## src/sv/qir_pkg.sv

```systemverilog
// Shared constants and types for the quintic impedance ramp.
// Used by the top level, the blend-factor unit, the port checker and the testbench.
`timescale 1ns / 1ps

package qir_pkg;

   // Field widths
   localparam int JOINT_W = 6;
   localparam int VAL_W   = 16;
   localparam int Q16_W   = 17;
   localparam int TAU_W   = 17;

   // Joint count default and its legal ceiling
   localparam int NUM_JOINTS_DEF = 8;
   localparam int MAX_JOINTS     = 64;

   // Fixed-point constants
   localparam logic [Q16_W-1:0] ONE_Q16   = 17'h10000;
   localparam logic [15:0]      HALF_LSB  = 16'h8000;
   localparam logic [TAU_W-1:0] TAU_RESET = 17'd13;

   // Number of r = (r*t + half) >> 16 passes in the blend polynomial
   localparam int POLY_MUL_STEPS = 3;

   // Request function codes
   typedef enum logic [1:0] {
      FUNC_LOAD_START = 2'd0,
      FUNC_LOAD_HOME  = 2'd1,
      FUNC_RESTART    = 2'd2,
      FUNC_TICK       = 2'd3
   } func_type;

   // Status returned by the blend-factor unit
   typedef struct packed {
      logic             done;
      logic [Q16_W-1:0] alpha;
   } poly_rsp_type;

endpackage

```

## src/sv/quintic_impedance_ramp.sv

```systemverilog
// Per-joint stiffness/damping ramp with quintic smoothstep blending.
// Depends on qir_pkg and qir_poly; start and home values live in two memories.
`timescale 1ns / 1ps

// Load items (func 0 start, 1 home) write one joint's stiffness and damping
// into the start or home memory; joints at or above NUM_JOINTS are dropped.
// A restart item (func 2) zeroes normalized time and arms the ramp. A tick
// (func 3) with the ramp idle returns nothing. An armed tick runs the blend
// polynomial in the iterative unit and then walks the joints in order through
// memory read, difference, multiply, and round and add; the round-and-add step
// waits while the result register is stalled. No new request is taken until
// the last result of the tick is registered. Each tick returns one result per
// joint, last set on the final one, finished set on every result of the tick
// that ran at t = 1.0, after which the ramp disarms. tau_step is written
// through the csr port while idle. Memories start as all zero through
// per-joint valid bits, with no clear pass.
module quintic_impedance_ramp #(
   parameter int NUM_JOINTS = qir_pkg::NUM_JOINTS_DEF
) (
   input  logic                          clock,
   input  logic                          reset,
   // Request channel
   input  logic                          req_valid,
   output logic                          req_stall,
   input  logic [1:0]                    req_func,
   input  logic [qir_pkg::JOINT_W-1:0]   req_joint,
   input  logic [qir_pkg::VAL_W-1:0]     req_stiffness,
   input  logic [qir_pkg::VAL_W-1:0]     req_damping,
   // Response channel
   output logic                          rsp_valid,
   input  logic                          rsp_stall,
   output logic [qir_pkg::JOINT_W-1:0]   rsp_joint_out,
   output logic [qir_pkg::VAL_W-1:0]     rsp_stiffness_ref,
   output logic [qir_pkg::VAL_W-1:0]     rsp_damping_ref,
   output logic [qir_pkg::Q16_W-1:0]     rsp_blend,
   output logic                          rsp_last,
   output logic                          rsp_finished,
   // Configuration write channel
   input  logic                          csr_valid,
   output logic                          csr_ready,
   input  logic [qir_pkg::TAU_W-1:0]     csr_tau_step
);

   localparam int IDX_W = (NUM_JOINTS > 1) ? $clog2(NUM_JOINTS) : 1;
   localparam int VW    = qir_pkg::VAL_W;
   localparam int QW    = qir_pkg::Q16_W;
   localparam int PRD_W = QW + VW;
   localparam int ENT_W = 2 * VW;

   typedef enum logic [2:0] {
      S_IDLE,
      S_POLY,
      S_READ,
      S_DIFF,
      S_MUL,
      S_SUM
   } state_type;

   state_type               state_ff;
   logic [IDX_W-1:0]        jnt_ff;
   logic [qir_pkg::TAU_W-1:0] tau_ff;
   logic [QW-1:0]           norm_time_ff;
   logic                    running_ff;
   logic                    fin_ff;
   logic [QW-1:0]           alpha_ff;

   // Joint tables: {stiffness, damping} per entry
   logic [ENT_W-1:0]        start_mem [NUM_JOINTS];
   logic [ENT_W-1:0]        home_mem  [NUM_JOINTS];
   logic [NUM_JOINTS-1:0]   start_vld_ff;
   logic [NUM_JOINTS-1:0]   home_vld_ff;
   logic [ENT_W-1:0]        start_rd_ff;
   logic [ENT_W-1:0]        home_rd_ff;
   logic                    start_ok_ff;
   logic                    home_ok_ff;

   // Per-joint datapath registers
   logic [VW-1:0]           s_stf_ff, s_dmp_ff;
   logic [VW-1:0]           mag_stf_ff, mag_dmp_ff;
   logic                    up_stf_ff, up_dmp_ff;
   logic [PRD_W-1:0]        prod_stf_ff, prod_dmp_ff;

   // Output register
   logic                    rsp_valid_ff;
   logic [qir_pkg::JOINT_W-1:0] rsp_joint_ff;
   logic [VW-1:0]           rsp_stf_ff, rsp_dmp_ff;
   logic [QW-1:0]           rsp_blend_ff;
   logic                    rsp_last_ff, rsp_fin_ff;

   logic                    req_fire;
   qir_pkg::func_type       func;
   logic                    joint_ok;
   logic [IDX_W-1:0]        wr_idx;
   logic [QW-1:0]           t_cur;
   logic [QW:0]             time_sum;
   logic [QW-1:0]           norm_time_in;
   logic                    poly_start;
   qir_pkg::poly_rsp_type   poly_rsp;
   logic [VW-1:0]           s_stf, s_dmp, h_stf, h_dmp;
   logic [PRD_W-1:0]        rnd_stf, rnd_dmp;
   logic [VW-1:0]           stf_in, dmp_in;
   logic                    out_free;
   logic                    last_jnt;

   assign req_fire  = req_valid && !req_stall;
   assign req_stall = (state_ff != S_IDLE);
   assign csr_ready = (state_ff == S_IDLE);
   assign func      = qir_pkg::func_type'(req_func);
   assign joint_ok  = ({1'b0, req_joint} < (qir_pkg::JOINT_W + 1)'(NUM_JOINTS));
   assign wr_idx    = req_joint[IDX_W-1:0];
   assign last_jnt  = (jnt_ff == IDX_W'(NUM_JOINTS - 1));
   assign out_free  = !rsp_valid_ff || !rsp_stall;

   // Clamp time, then advance by tau with saturation at 1.0
   always_comb begin
      t_cur        = (norm_time_ff > qir_pkg::ONE_Q16) ? qir_pkg::ONE_Q16 : norm_time_ff;
      time_sum     = {1'b0, t_cur} + (QW + 1)'(tau_ff);
      norm_time_in = (time_sum > (QW + 1)'(qir_pkg::ONE_Q16)) ? qir_pkg::ONE_Q16
                                                            : time_sum[QW-1:0];
   end

   assign poly_start = req_fire && (func == qir_pkg::FUNC_TICK) && running_ff;

   qir_poly u_poly (
      .clock (clock),
      .reset (reset),
      .start (poly_start),
      .t     (t_cur),
      .rsp   (poly_rsp)
   );

   // Write on load transfers, read the current joint every cycle
   always_ff @(posedge clock) begin
      if (req_fire && joint_ok && (func == qir_pkg::FUNC_LOAD_START)) begin
         start_mem[wr_idx] <= {req_stiffness, req_damping};
      end
      if (req_fire && joint_ok && (func == qir_pkg::FUNC_LOAD_HOME)) begin
         home_mem[wr_idx] <= {req_stiffness, req_damping};
      end
      start_rd_ff <= start_mem[jnt_ff];
      home_rd_ff  <= home_mem[jnt_ff];
   end

   // Valid bits stand in for a cleared table after reset
   always_ff @(posedge clock) begin
      if (reset) begin
         start_vld_ff <= '0;
         home_vld_ff  <= '0;
      end else begin
         if (req_fire && joint_ok && (func == qir_pkg::FUNC_LOAD_START)) begin
            start_vld_ff[wr_idx] <= 1'b1;
         end
         if (req_fire && joint_ok && (func == qir_pkg::FUNC_LOAD_HOME)) begin
            home_vld_ff[wr_idx] <= 1'b1;
         end
      end
   end

   always_ff @(posedge clock) begin
      start_ok_ff <= start_vld_ff[jnt_ff];
      home_ok_ff  <= home_vld_ff[jnt_ff];
   end

   // Unwritten entries read as zero
   always_comb begin
      s_stf = start_ok_ff ? start_rd_ff[ENT_W-1:VW] : '0;
      s_dmp = start_ok_ff ? start_rd_ff[VW-1:0]     : '0;
      h_stf = home_ok_ff  ? home_rd_ff[ENT_W-1:VW]  : '0;
      h_dmp = home_ok_ff  ? home_rd_ff[VW-1:0]      : '0;
   end

   // Round the scaled magnitude half up and move from start toward home
   always_comb begin
      rnd_stf = prod_stf_ff + PRD_W'(qir_pkg::HALF_LSB);
      rnd_dmp = prod_dmp_ff + PRD_W'(qir_pkg::HALF_LSB);
      stf_in  = up_stf_ff ? (s_stf_ff + rnd_stf[16 +: VW]) : (s_stf_ff - rnd_stf[16 +: VW]);
      dmp_in  = up_dmp_ff ? (s_dmp_ff + rnd_dmp[16 +: VW]) : (s_dmp_ff - rnd_dmp[16 +: VW]);
   end

   // Per-joint datapath stages
   always_ff @(posedge clock) begin
      if (state_ff == S_DIFF) begin
         s_stf_ff   <= s_stf;
         s_dmp_ff   <= s_dmp;
         up_stf_ff  <= (h_stf >= s_stf);
         up_dmp_ff  <= (h_dmp >= s_dmp);
         mag_stf_ff <= (h_stf >= s_stf) ? (h_stf - s_stf) : (s_stf - h_stf);
         mag_dmp_ff <= (h_dmp >= s_dmp) ? (h_dmp - s_dmp) : (s_dmp - h_dmp);
      end
      if (state_ff == S_MUL) begin
         prod_stf_ff <= PRD_W'(alpha_ff) * PRD_W'(mag_stf_ff);
         prod_dmp_ff <= PRD_W'(alpha_ff) * PRD_W'(mag_dmp_ff);
      end
   end

   // Sequencer: ramp state, joint walk and output register
   always_ff @(posedge clock) begin
      if (reset) begin
         state_ff     <= S_IDLE;
         jnt_ff       <= '0;
         tau_ff       <= qir_pkg::TAU_RESET;
         norm_time_ff <= '0;
         running_ff   <= 1'b0;
         rsp_valid_ff <= 1'b0;
      end else begin
         // Drop a transferred result unless S_SUM reloads the register
         if (rsp_valid_ff && !rsp_stall && (state_ff != S_SUM)) begin
            rsp_valid_ff <= 1'b0;
         end
         if (csr_valid && csr_ready) begin
            tau_ff <= csr_tau_step;
         end
         case (state_ff)
            S_IDLE: begin
               jnt_ff <= '0;
               if (req_fire) begin
                  case (func)
                     qir_pkg::FUNC_RESTART: begin
                        norm_time_ff <= '0;
                        running_ff   <= 1'b1;
                     end
                     qir_pkg::FUNC_TICK: begin
                        if (running_ff) begin
                           fin_ff <= t_cur[QW-1];
                           if (t_cur[QW-1]) begin
                              running_ff <= 1'b0;
                           end else begin
                              norm_time_ff <= norm_time_in;
                           end
                           state_ff <= S_POLY;
                        end
                     end
                     default: begin
                        // loads go to the memories only
                     end
                  endcase
               end
            end
            S_POLY: begin
               if (poly_rsp.done) begin
                  alpha_ff <= poly_rsp.alpha;
                  state_ff <= S_READ;
               end
            end
            S_READ: begin
               state_ff <= S_DIFF;
            end
            S_DIFF: begin
               state_ff <= S_MUL;
            end
            S_MUL: begin
               state_ff <= S_SUM;
            end
            S_SUM: begin
               if (out_free) begin
                  rsp_valid_ff <= 1'b1;
                  rsp_joint_ff <= qir_pkg::JOINT_W'(jnt_ff);
                  rsp_stf_ff   <= stf_in;
                  rsp_dmp_ff   <= dmp_in;
                  rsp_blend_ff <= alpha_ff;
                  rsp_last_ff  <= last_jnt;
                  rsp_fin_ff   <= fin_ff;
                  if (last_jnt) begin
                     jnt_ff   <= '0;
                     state_ff <= S_IDLE;
                  end else begin
                     jnt_ff   <= jnt_ff + IDX_W'(1);
                     state_ff <= S_READ;
                  end
               end
            end
            default: begin
               state_ff <= S_IDLE;
            end
         endcase
      end
   end

   assign rsp_valid         = rsp_valid_ff;
   assign rsp_joint_out     = rsp_joint_ff;
   assign rsp_stiffness_ref = rsp_stf_ff;
   assign rsp_damping_ref   = rsp_dmp_ff;
   assign rsp_blend         = rsp_blend_ff;
   assign rsp_last          = rsp_last_ff;
   assign rsp_finished      = rsp_fin_ff;

endmodule

```

## src/sv/qir_poly.sv

```systemverilog
// Iterative unit for the quintic blend factor 6t^5 - 15t^4 + 10t^3 in Q1.16.
// Depends on qir_pkg; one multiplier for t squared, one reused over the Horner-style passes.
`timescale 1ns / 1ps

module qir_poly (
   input  logic                         clock,
   input  logic                         reset,
   input  logic                         start,
   input  logic [qir_pkg::Q16_W-1:0]    t,
   output qir_pkg::poly_rsp_type        rsp
);

   localparam int TT_W = 2 * qir_pkg::Q16_W;   // t squared
   localparam int Q_W  = 37;                   // q in Q5.32, up to 10 * 2^32
   localparam int R_W  = 20;                   // r in Q4.16, up to 10 * 2^16
   localparam int P_W  = R_W + qir_pkg::Q16_W; // r * t

   typedef enum logic [1:0] {
      P_IDLE,
      P_SQUARE,
      P_BASE,
      P_MUL
   } poly_state_type;

   poly_state_type           state_ff;
   logic [1:0]               step_ff;
   logic                     done_ff;
   logic [qir_pkg::Q16_W-1:0] t_ff;
   logic [TT_W-1:0]          tt_ff;
   logic [R_W-1:0]           r_ff;

   logic [Q_W-1:0]           q_in;
   logic [Q_W-1:0]           q_round;
   logic [R_W-1:0]           base_in;
   logic [P_W-1:0]           prod;
   logic [P_W-1:0]           prod_round;
   logic [R_W-1:0]           r_in;

   // Form q = 6*t^2 - 15*t*2^16 + 10*2^32 with shifts and adds
   always_comb begin
      q_in = (Q_W'(tt_ff) << 2) + (Q_W'(tt_ff) << 1)
           + (Q_W'(10) << 32)
           - (((Q_W'(t_ff) << 4) - Q_W'(t_ff)) << 16);
      q_round = q_in + Q_W'(qir_pkg::HALF_LSB);
      base_in = q_round[16 +: R_W];
   end

   // One multiply-and-round pass per cycle
   always_comb begin
      prod       = P_W'(r_ff) * P_W'(t_ff);
      prod_round = prod + P_W'(qir_pkg::HALF_LSB);
      r_in       = prod_round[16 +: R_W];
   end

   // Sequence the passes and flag completion
   always_ff @(posedge clock) begin
      if (reset) begin
         state_ff <= P_IDLE;
         step_ff  <= '0;
         done_ff  <= 1'b0;
      end else begin
         done_ff <= 1'b0;
         case (state_ff)
            P_IDLE: begin
               if (start) begin
                  t_ff     <= t;
                  state_ff <= P_SQUARE;
               end
            end
            P_SQUARE: begin
               tt_ff    <= TT_W'(t_ff) * TT_W'(t_ff);
               state_ff <= P_BASE;
            end
            P_BASE: begin
               r_ff     <= base_in;
               step_ff  <= '0;
               state_ff <= P_MUL;
            end
            P_MUL: begin
               r_ff    <= r_in;
               step_ff <= step_ff + 2'd1;
               if (step_ff == 2'(qir_pkg::POLY_MUL_STEPS - 1)) begin
                  done_ff  <= 1'b1;
                  state_ff <= P_IDLE;
               end
            end
            default: begin
               state_ff <= P_IDLE;
            end
         endcase
      end
   end

   // Clamp to 1.0 on the way out
   assign rsp.done  = done_ff;
   assign rsp.alpha = (r_ff > R_W'(qir_pkg::ONE_Q16)) ? qir_pkg::ONE_Q16
                                                     : r_ff[qir_pkg::Q16_W-1:0];

endmodule

```

## config.mk

```make
export PLATFORM = sky130hd
export DESIGN_NAME = quintic_impedance_ramp
export DESIGN_NICKNAME = d
export VERILOG_FILES = /design/src/sv/qir_pkg.sv /design/src/sv/quintic_impedance_ramp.sv /design/src/sv/qir_poly.sv
export SDC_FILE = /design/constraint.sdc
export NUM_CORES = 2
export LEC_CHECK = 0
export ABC_CLOCK_PERIOD_IN_PS = 6600
export BUFFER_PORTS_ARGS = -buffer_cell sky130_fd_sc_hd__buf_2
export CAP_MARGIN = 20
export CORE_MARGIN = 2
export CORE_UTILIZATION = 55
export CTS_BUF_LIST = sky130_fd_sc_hd__clkbuf_8
export CTS_CLUSTER_SIZE = 10
export DETAILED_ROUTE_END_ITERATION = 8
export PLACE_DENSITY_LB_ADDON = 0.15
export SLEW_MARGIN = 0
export SYNTH_ARGS = -nofsm -noshare
export SYNTH_HDL_FRONTEND = slang
export SYNTH_HIERARCHICAL = 1
export SYNTH_SLANG_ARGS = --single-unit
```

## constraint.sdc

```tcl
create_clock -name clock -period 6.6 [get_ports clock]
set_input_delay 0.66 -clock clock [delete_from_list [all_inputs] [get_ports clock]]
set_output_delay 0.66 -clock clock [all_outputs]
set_load 0.005 [all_outputs]
```

# [Word level (Yosys, flattened, before mapping)]
# Memory sizes are Yosys's and may differ from the RTL's. A register that Yosys moved wholly into a read port is not among the register bits.
# Index checks and enable logic that the tools add are counted.
[word_totals] regBits=338 ram_bits=512 in_bits=62 output_inout_bits=60 word_cells=171 memories=2
[op_classes] addsub=19 mul=4 magnitude_cmp=9 eq_ne=23 mux=45 bitwise_logic=4 n_reduce_logical=33
[memory_table] memory="home_mem" depth=8 word_bits=32 rd=1 rd_ports_with_merged_regs=1 wr=1 line_no="quintic_impedance_ramp.sv:69" source="logic [ENT_W-1:0] home_mem [NUM_JOINTS];"
[memory_table] memory="start_mem" depth=8 word_bits=32 rd=1 rd_ports_with_merged_regs=1 wr=1 line_no="quintic_impedance_ramp.sv:68" source="logic [ENT_W-1:0] start_mem [NUM_JOINTS];"
[ops] operator="two-way mux 16 bit" n=8
[ops] operator="subtractor 16 bit" n=6
[ops] operator="adder 36 x 16 -> 36 bit, second input constant" n=2
[ops] operator="two-way mux 17 bit" n=4
[ops] operator="adder 32 x 16 -> 32 bit, second input constant" n=2
[ops] operator="multiplier 17 x 16 -> 32 bit" n=2
[ops] operator="case mux 20 bit (2 select lines)" n=1
[ops] operator="adder 36 x 35 -> 36 bit" n=1
[ops] operator="adder 36 bit, second input constant" n=1
[ops] operator="multiplier 20 x 17 -> 36 bit" n=1
[ops] operator="subtractor 36 bit" n=1
[ops] operator="multiplier 17 x 17 -> 34 bit" n=1
[ops] operator="case mux 17 bit (2 select lines)" n=1
[ops] operator="adder 16 bit" n=2
[ops] operator="greater-or-equal comparator 16 bit" n=2
[ops] operator="two-way mux 3 bit" n=7
[ops] operator="> comparator 20 x 17 -> 1 bit, second input constant" n=1
[ops] operator="subtractor 20 x 17 -> 20 bit" n=1
[ops] operator="adder 17 x 17 -> 18 bit" n=1
[ops] operator="> comparator 18 x 17 -> 1 bit, second input constant" n=1
[ops] operator="case mux 3 bit (6 select lines)" n=1
[ops] operator="> comparator 17 bit, second input constant" n=1
[ops] operator="OR 8 bit" n=2
[ops] operator="AND reduction 5 bit" n=3
[ops] operator="other kinds (32)" n=84

# [Longest topological paths before layout]
[depth] depth_word=8 ltp_mapped=26 depth_no_buf=25

# [Modules after synthesis]
# The synthesis kept the hierarchy.
[by_module_without_submodules] module="quintic_impedance_ramp" n_inst=1 cells_per_inst=4188 area_per_inst_um2=51612.0 seq_area_each_um2=23022.1
[by_module_without_submodules] module="qir_poly" n_inst=1 cells_per_inst=2726 area_per_inst_um2=25034.0 seq_area_each_um2=2202.1

# [Worst setup path before layout]
# OpenSTA, ideal clock, no wires.
[synth_path] kind="reg-to-reg" startpoint="register u_poly/t_ff[2] (netlist name)" endpoint="register u_poly.tt_ff[31], data pin" setup_time_ns=0.264 t_arrival_ns=6.515 t_required_ns=6.336 setup_slack_ns=-0.178 stages_incl_launch_ff=26 path_buffers=2 period_less_slack_ns=6.778 cell_sequence="edfxtp_1 clkbuf_1 clkbuf_1 nand2_1 fa_1 inv_1 fa_1 inv_1 fa_1 inv_1 fa_1 fa_1 inv_1 fa_1 inv_1 ha_1 a21o_1 a21o_1 a2111oi_0 a21bo_2 a21oi_2 nand4b_4 a31oi_2 o21ai_2 a31oi_1 xor2_1"
[synth_via] elab_chain_cells=1
[synth_rtl] element="start, declared" line_no="qir_poly.sv:28" source="logic [qir_pkg::Q16_W-1:0] t_ff;"
[synth_rtl] element="start signal, assigned" line_no="qir_poly.sv:66" source="t_ff <= t;"
[synth_rtl] element="multiplier 17 x 17 -> 34 bit" line_no="qir_poly.sv:71" source="tt_ff <= TT_W'(t_ff) * TT_W'(t_ff);"
[synth_rtl] element="end signal, assigned" line_no="qir_poly.sv:71"
[synth_rtl] element="end, declared" line_no="qir_poly.sv:29" source="logic [TT_W-1:0] tt_ff;"
# Every way passes these cells.
# A chain may end at the register's enable or synchronous reset.

# [Worst setup path after layout]
[layout_path] startpoint="register u_poly/t_ff[6] (netlist name)" endpoint="register u_poly.r_ff[18], data pin"
[layout_via] elab_chain_cells=4 word_cells_on_any_way=6 cone_classes="add/sub: 4; mul: 1; mux: 1"
[layout_rtl] element="subtractor 20 x 17 -> 20 bit" line_no="qir_poly.sv:43" source="- (((Q_W'(t_ff) << 4) - Q_W'(t_ff)) << 16);"
[layout_rtl] element="subtractor 36 bit" line_no="qir_poly.sv:43"
[layout_rtl] element="adder 36 x 16 -> 36 bit" line_no="qir_poly.sv:44" source="q_round = q_in + Q_W'(qir_pkg::HALF_LSB);"
[layout_rtl] element="case mux 20 bit (2 select lines) (*)" line_no="qir_poly.sv:63" source="case (state_ff)"
[layout_rtl] element="end signal, assigned" line_no="qir_poly.sv:75" source="r_ff <= base_in;"
[layout_rtl] element="end signal, assigned" line_no="qir_poly.sv:80" source="r_ff <= r_in;"
[layout_rtl] element="end, declared" line_no="qir_poly.sv:30" source="logic [R_W-1:0] r_ff;"
# Every way passes the cells marked *; elsewhere a longest branch is shown, timed or not.

==> summary.txt <==
Route
  – Via count: slightly above 50,000
  – Wire per inst: 20.07 um
  – # DRC: 0
  – Drt initial violations: between 3,000 and 4,000
  – Final Routed Wirelength: about 190,000 um
  – Vias per cell: 5.542
  – Final antenna-violating net count: 0
  – Initial DRT Pass Iterations: 5

Synth
  – Post-synth top cells: inv_1 (1,260), fa_1 (900), edfxtp_1 (754)
  – Sequential area share after synthesis: between 30 and 40%
  – Post-synth EDFFs: around 750
  – Unique masters post-synth: approximately 110
  – Yosys warns: 6
  – Top-area cell type share of the netlist area: roughly 30%
  – Flops & latches, synth: approximately 900
  – Async S/R FF share, synth: 0%
  – Mapped Cells: around 6,900
  – Main synth FF type: edfxtp_1
  – Synth Cell Area: between 0.07 and 0.08 mm^2
  – Area leader, netlist: edfxtp_1
  – Ranking of synthesized cells by area: edfxtp_1 (30%), fa_1 (24%), ha_1 (11%), inv_1 (6.2%), mux4_2 (3.9%)
  – Mean Syn Cell Area: approximately 11 um^2
  – Top-count cell post-synth: inv_1

Power
  – Pwr per Cell Area: around 210 mW/mm^2
  – LEAKAGE: ~0.039 uW
  – Gate power share: about 37%
  – Worst vdd ir: roughly 0.00031 V
  – Power share of the clock group: around 28%
  – Pint: around 12,000 uW
  – Switching pwr: 6143 uW
  – Total power: approximately 18,000 uW
  – Switching part of the total: around 35%
  – Sequential group share of total power: a little over a third

Finish
  – Area grow syn2layout: 12.15%
  – Final Net Count: just under 9,000
  – Final Core Density: between 60% and 70%
  – Share of post-route cells with drive strength above 1: between 10% and 20%
  – # fillers: roughly 11,000

STA
  – Final Setup Violations: 0
  – Final hold vios: 0
  – Relative slew slack: roughly a third
  – RSZ-0062 raised after global routing: true
  – Setup Skew: ~0.075 ns
  – Final Max Slew Viols: 0
  – Final period utilization: about 100%
  – Tmin final: ~6.6 ns
  – Worst-Margin Slew: roughly 1.0 ns
  – Max Freq: ~150 MHz
  – PnR worst setup slack: about 0.0059 ns

GRT
  – Vias in the first global route: 53,071
  – Remaining global-route overflow: 0
  – GRT Util Overall: about 27%
  – Largest net degree at the start of global routing: 91
  – First-pass GRT wire length: ~290,000 um
  – Initial antenna violation count: 18

Worst setup path
  – Top cell by count, worst path: fa_1
  – Critical path required time: about 7.2 ns
  – CP Max Fanout: 10
  – Worst setup path endpoint: u_poly/r_ff[18]
  – Startpoint Class: flop
  – Crit path from: u_poly/t_ff[6]
  – Slowest CP cell: fa_1
  – R2R cell count: 25
  – Crit Path Class: flop to flop
  – RR Startpoint: u_poly/t_ff[6]
  – Crit. End Element: flop
  – Stages on the worst setup path: 25
  – Worst r2r dst: u_poly/r_ff[18]
  – Cell family with most CP delay: adder cells
  – Critical Path Max Stage Delay: around 0.58 ns
  – Buffers & Inverters on Critical Path: 7
  – Critical path arrival: between 7 and 8 ns
  – Worst R2R Setup Slack: ~0.006 ns

Place
  – I/O Buffers: between 100 and 150
  – Place WS: -0.2640 ns
  – Placer Congestion: ~0.90
  – DP Wirelength: approximately 140,000 um

CTS
  – Clock buffer depth: 3
  – H-tree Lvls: 4
  – CTS sink cnt: about 880
  – CTS Buf Count: between 150 and 200
  – Worst-path clk slew: ~0.060 ns
  – Root Driver: clkbuf_8
  – TritonCTS clock tree: done
  – Skew-Pair Late Insertion Delay: between 0.9 and 1 ns

Floorplan
  – Die Ht: approximately 380 um
  – # rows: between 100 and 150
  – Die width: between 300 and 400 um
  – Starting density of the core: 55.61%
  – Die ar.: 0.1424 mm^2
  – I/O pin cnt: 122
  – Total core area: 0.1378 mm^2

Flow run
  – Max cap viols: 0

Worst hold path
  – Worst min-delay path class: primary input to flop

Outcome
  – Status: finished clean
-- timing repair --
action / in CTS / in global routing
hold buffers: 16 / 0
gates cloned: 2 / 2
pin swaps: 34 / 131
setup buffers: 15 / 42
resized for setup: 56 / 182
endpoints found under the hold margin: 16 / 0
endpoints found under the setup margin: 21 / 39
-- stage by stage --
step | TNS, ns | instances | hold slack (ns) | instance area [um^2]
finish | 0 | 9237 | 0.08693 | 85960
global route | -1.674 | 9235 | 0.03464 | 85960
CTS | -0.1399 | 9189 | 0.001912 | 84900
detailed placement | -2.547 | 8876 | 0.4227 | 81320
global placement | -0.6510 | 8876 | 0.4452 | 81320
floorplan | -0.005430 | 6916 | 0.4003 | 76690
-- sequential cells by signal, summed over array words and instances (netlist names), 20 cells and up --
signal	count
home_mem	256
start_mem	256
u_poly/tt_ff	33
home_rd_ff	32
start_rd_ff	32
u_poly/r_ff	20
-- power by group through the flow --
stage                     Sequential [uW]  Clock [uW]  Combinational [uW]
after global routing                 6250        5310                7220
after global placement               6370           0                5630
after CTS                            6250        5080                6010
final                                6250        4960                6560
after detailed placement             6370           0                5730
after floorplan                      6350           0                4010
-- metal layers --
metal | share of wire (%) | track usage [%] | routed length (um)
met1 | 44 | 38.52 | 81810
met2 | 46 | 42.07 | 85530
met3 | 7.1 | 4.430 | 13090
met4 | 2.6 | 7.796 | 4835
met5 | 0.058 | 0 | 107
-- how the worst min path moves through the flow --
stage	from	to	slack, ns	depth (start not counted)
floorplan	fin_ff	rsp_finished	0.40	0
global placement	start_vld_ff[1]	start_vld_ff[1]	0.45	2
detailed placement	fin_ff	rsp_finished	0.42	0
CTS	rsp_stall	rsp_valid	0.002	3
global route	csr_tau_step[16]	tau_ff[16]	0.03	3
finish	csr_tau_step[16]	tau_ff[16]	0.09	3
-- worst reg2reg max path: stages (launching register included) --
cell and delay [ns]:
edfxtp_1 0.46, buf_12 0.17, buf_12 0.13, and2_4 0.16
fa_1 0.51, inv_2 0.04, fa_1 0.48, fa_1 0.58
inv_2 0.05, fa_2 0.44, fa_1 0.51, inv_1 0.05
fa_1 0.49, inv_2 0.05, ha_4 0.23, a21o_1 0.16
a221oi_2 0.32, o21ai_2 0.12, and2_4 0.18, a311oi_2 0.23
buf_4 0.18, o22a_4 0.16, o21bai_4 0.08, a21oi_4 0.16
o21ai_1 0.09, a211o_1 0.30
-- logic make-up after synthesis --
group	share of synthesized area, %
buffers and inverters	7.591
xor gates and xnor gates	3.017
other	0.004893
muxes	5.261
and+or+nand+nor	11.41
AOI/OAI and AO/OA	5.756
DFF	32.91
adders and majority gates	34.05
-- layout make-up --
cell class,instances,area [um^2],share of cell area [%]
clock buffer,158,2175,2.530
sequential,883,25240,29.36
multi-input combinational,4491,46450,54.04
clock inverter,124,857.1,0.9970
tap,1794,2245,2.611
antenna,4,10.01,0.01164
inverter,1267,4767,5.546
timing repair buffer,516,4219,4.908
-- cell usage in the layout (no fill, tap or decap), types with 20 or more instances in the layout --
cell type,Yosys,final
clkinv_1,5,22
mux2i_1,26,25
fa_1,900,876
a21oi_1,195,184
nand2b_1,29,29
nand2_1,736,723
mux2_2,71,71
nand3_1,45,42
nor3_1,52,46
o21a_1,24,24
o21ai_1,36,32
buf_6,2,34
o21bai_1,21,20
nor2b_1,46,44
mux4_2,132,132
nor2_4,0,20
xnor2_1,175,172
xor2_1,89,89
nand4_1,30,30
and2_1,472,466
buf_4,4,312
a31oi_1,27,24
buf_2,0,118
and3_1,31,31
o21ai_0,93,90
a21o_1,91,91
ha_1,646,625
inv_1,1260,1278
edfxtp_1,754,754
inv_2,2,43
fa_2,0,24
dfxtp_1,129,126
clkinv_2,0,21
nor2_1,261,225
buf_12,0,33
clkbuf_8,0,158
Power figures use the tool's default switching activity.
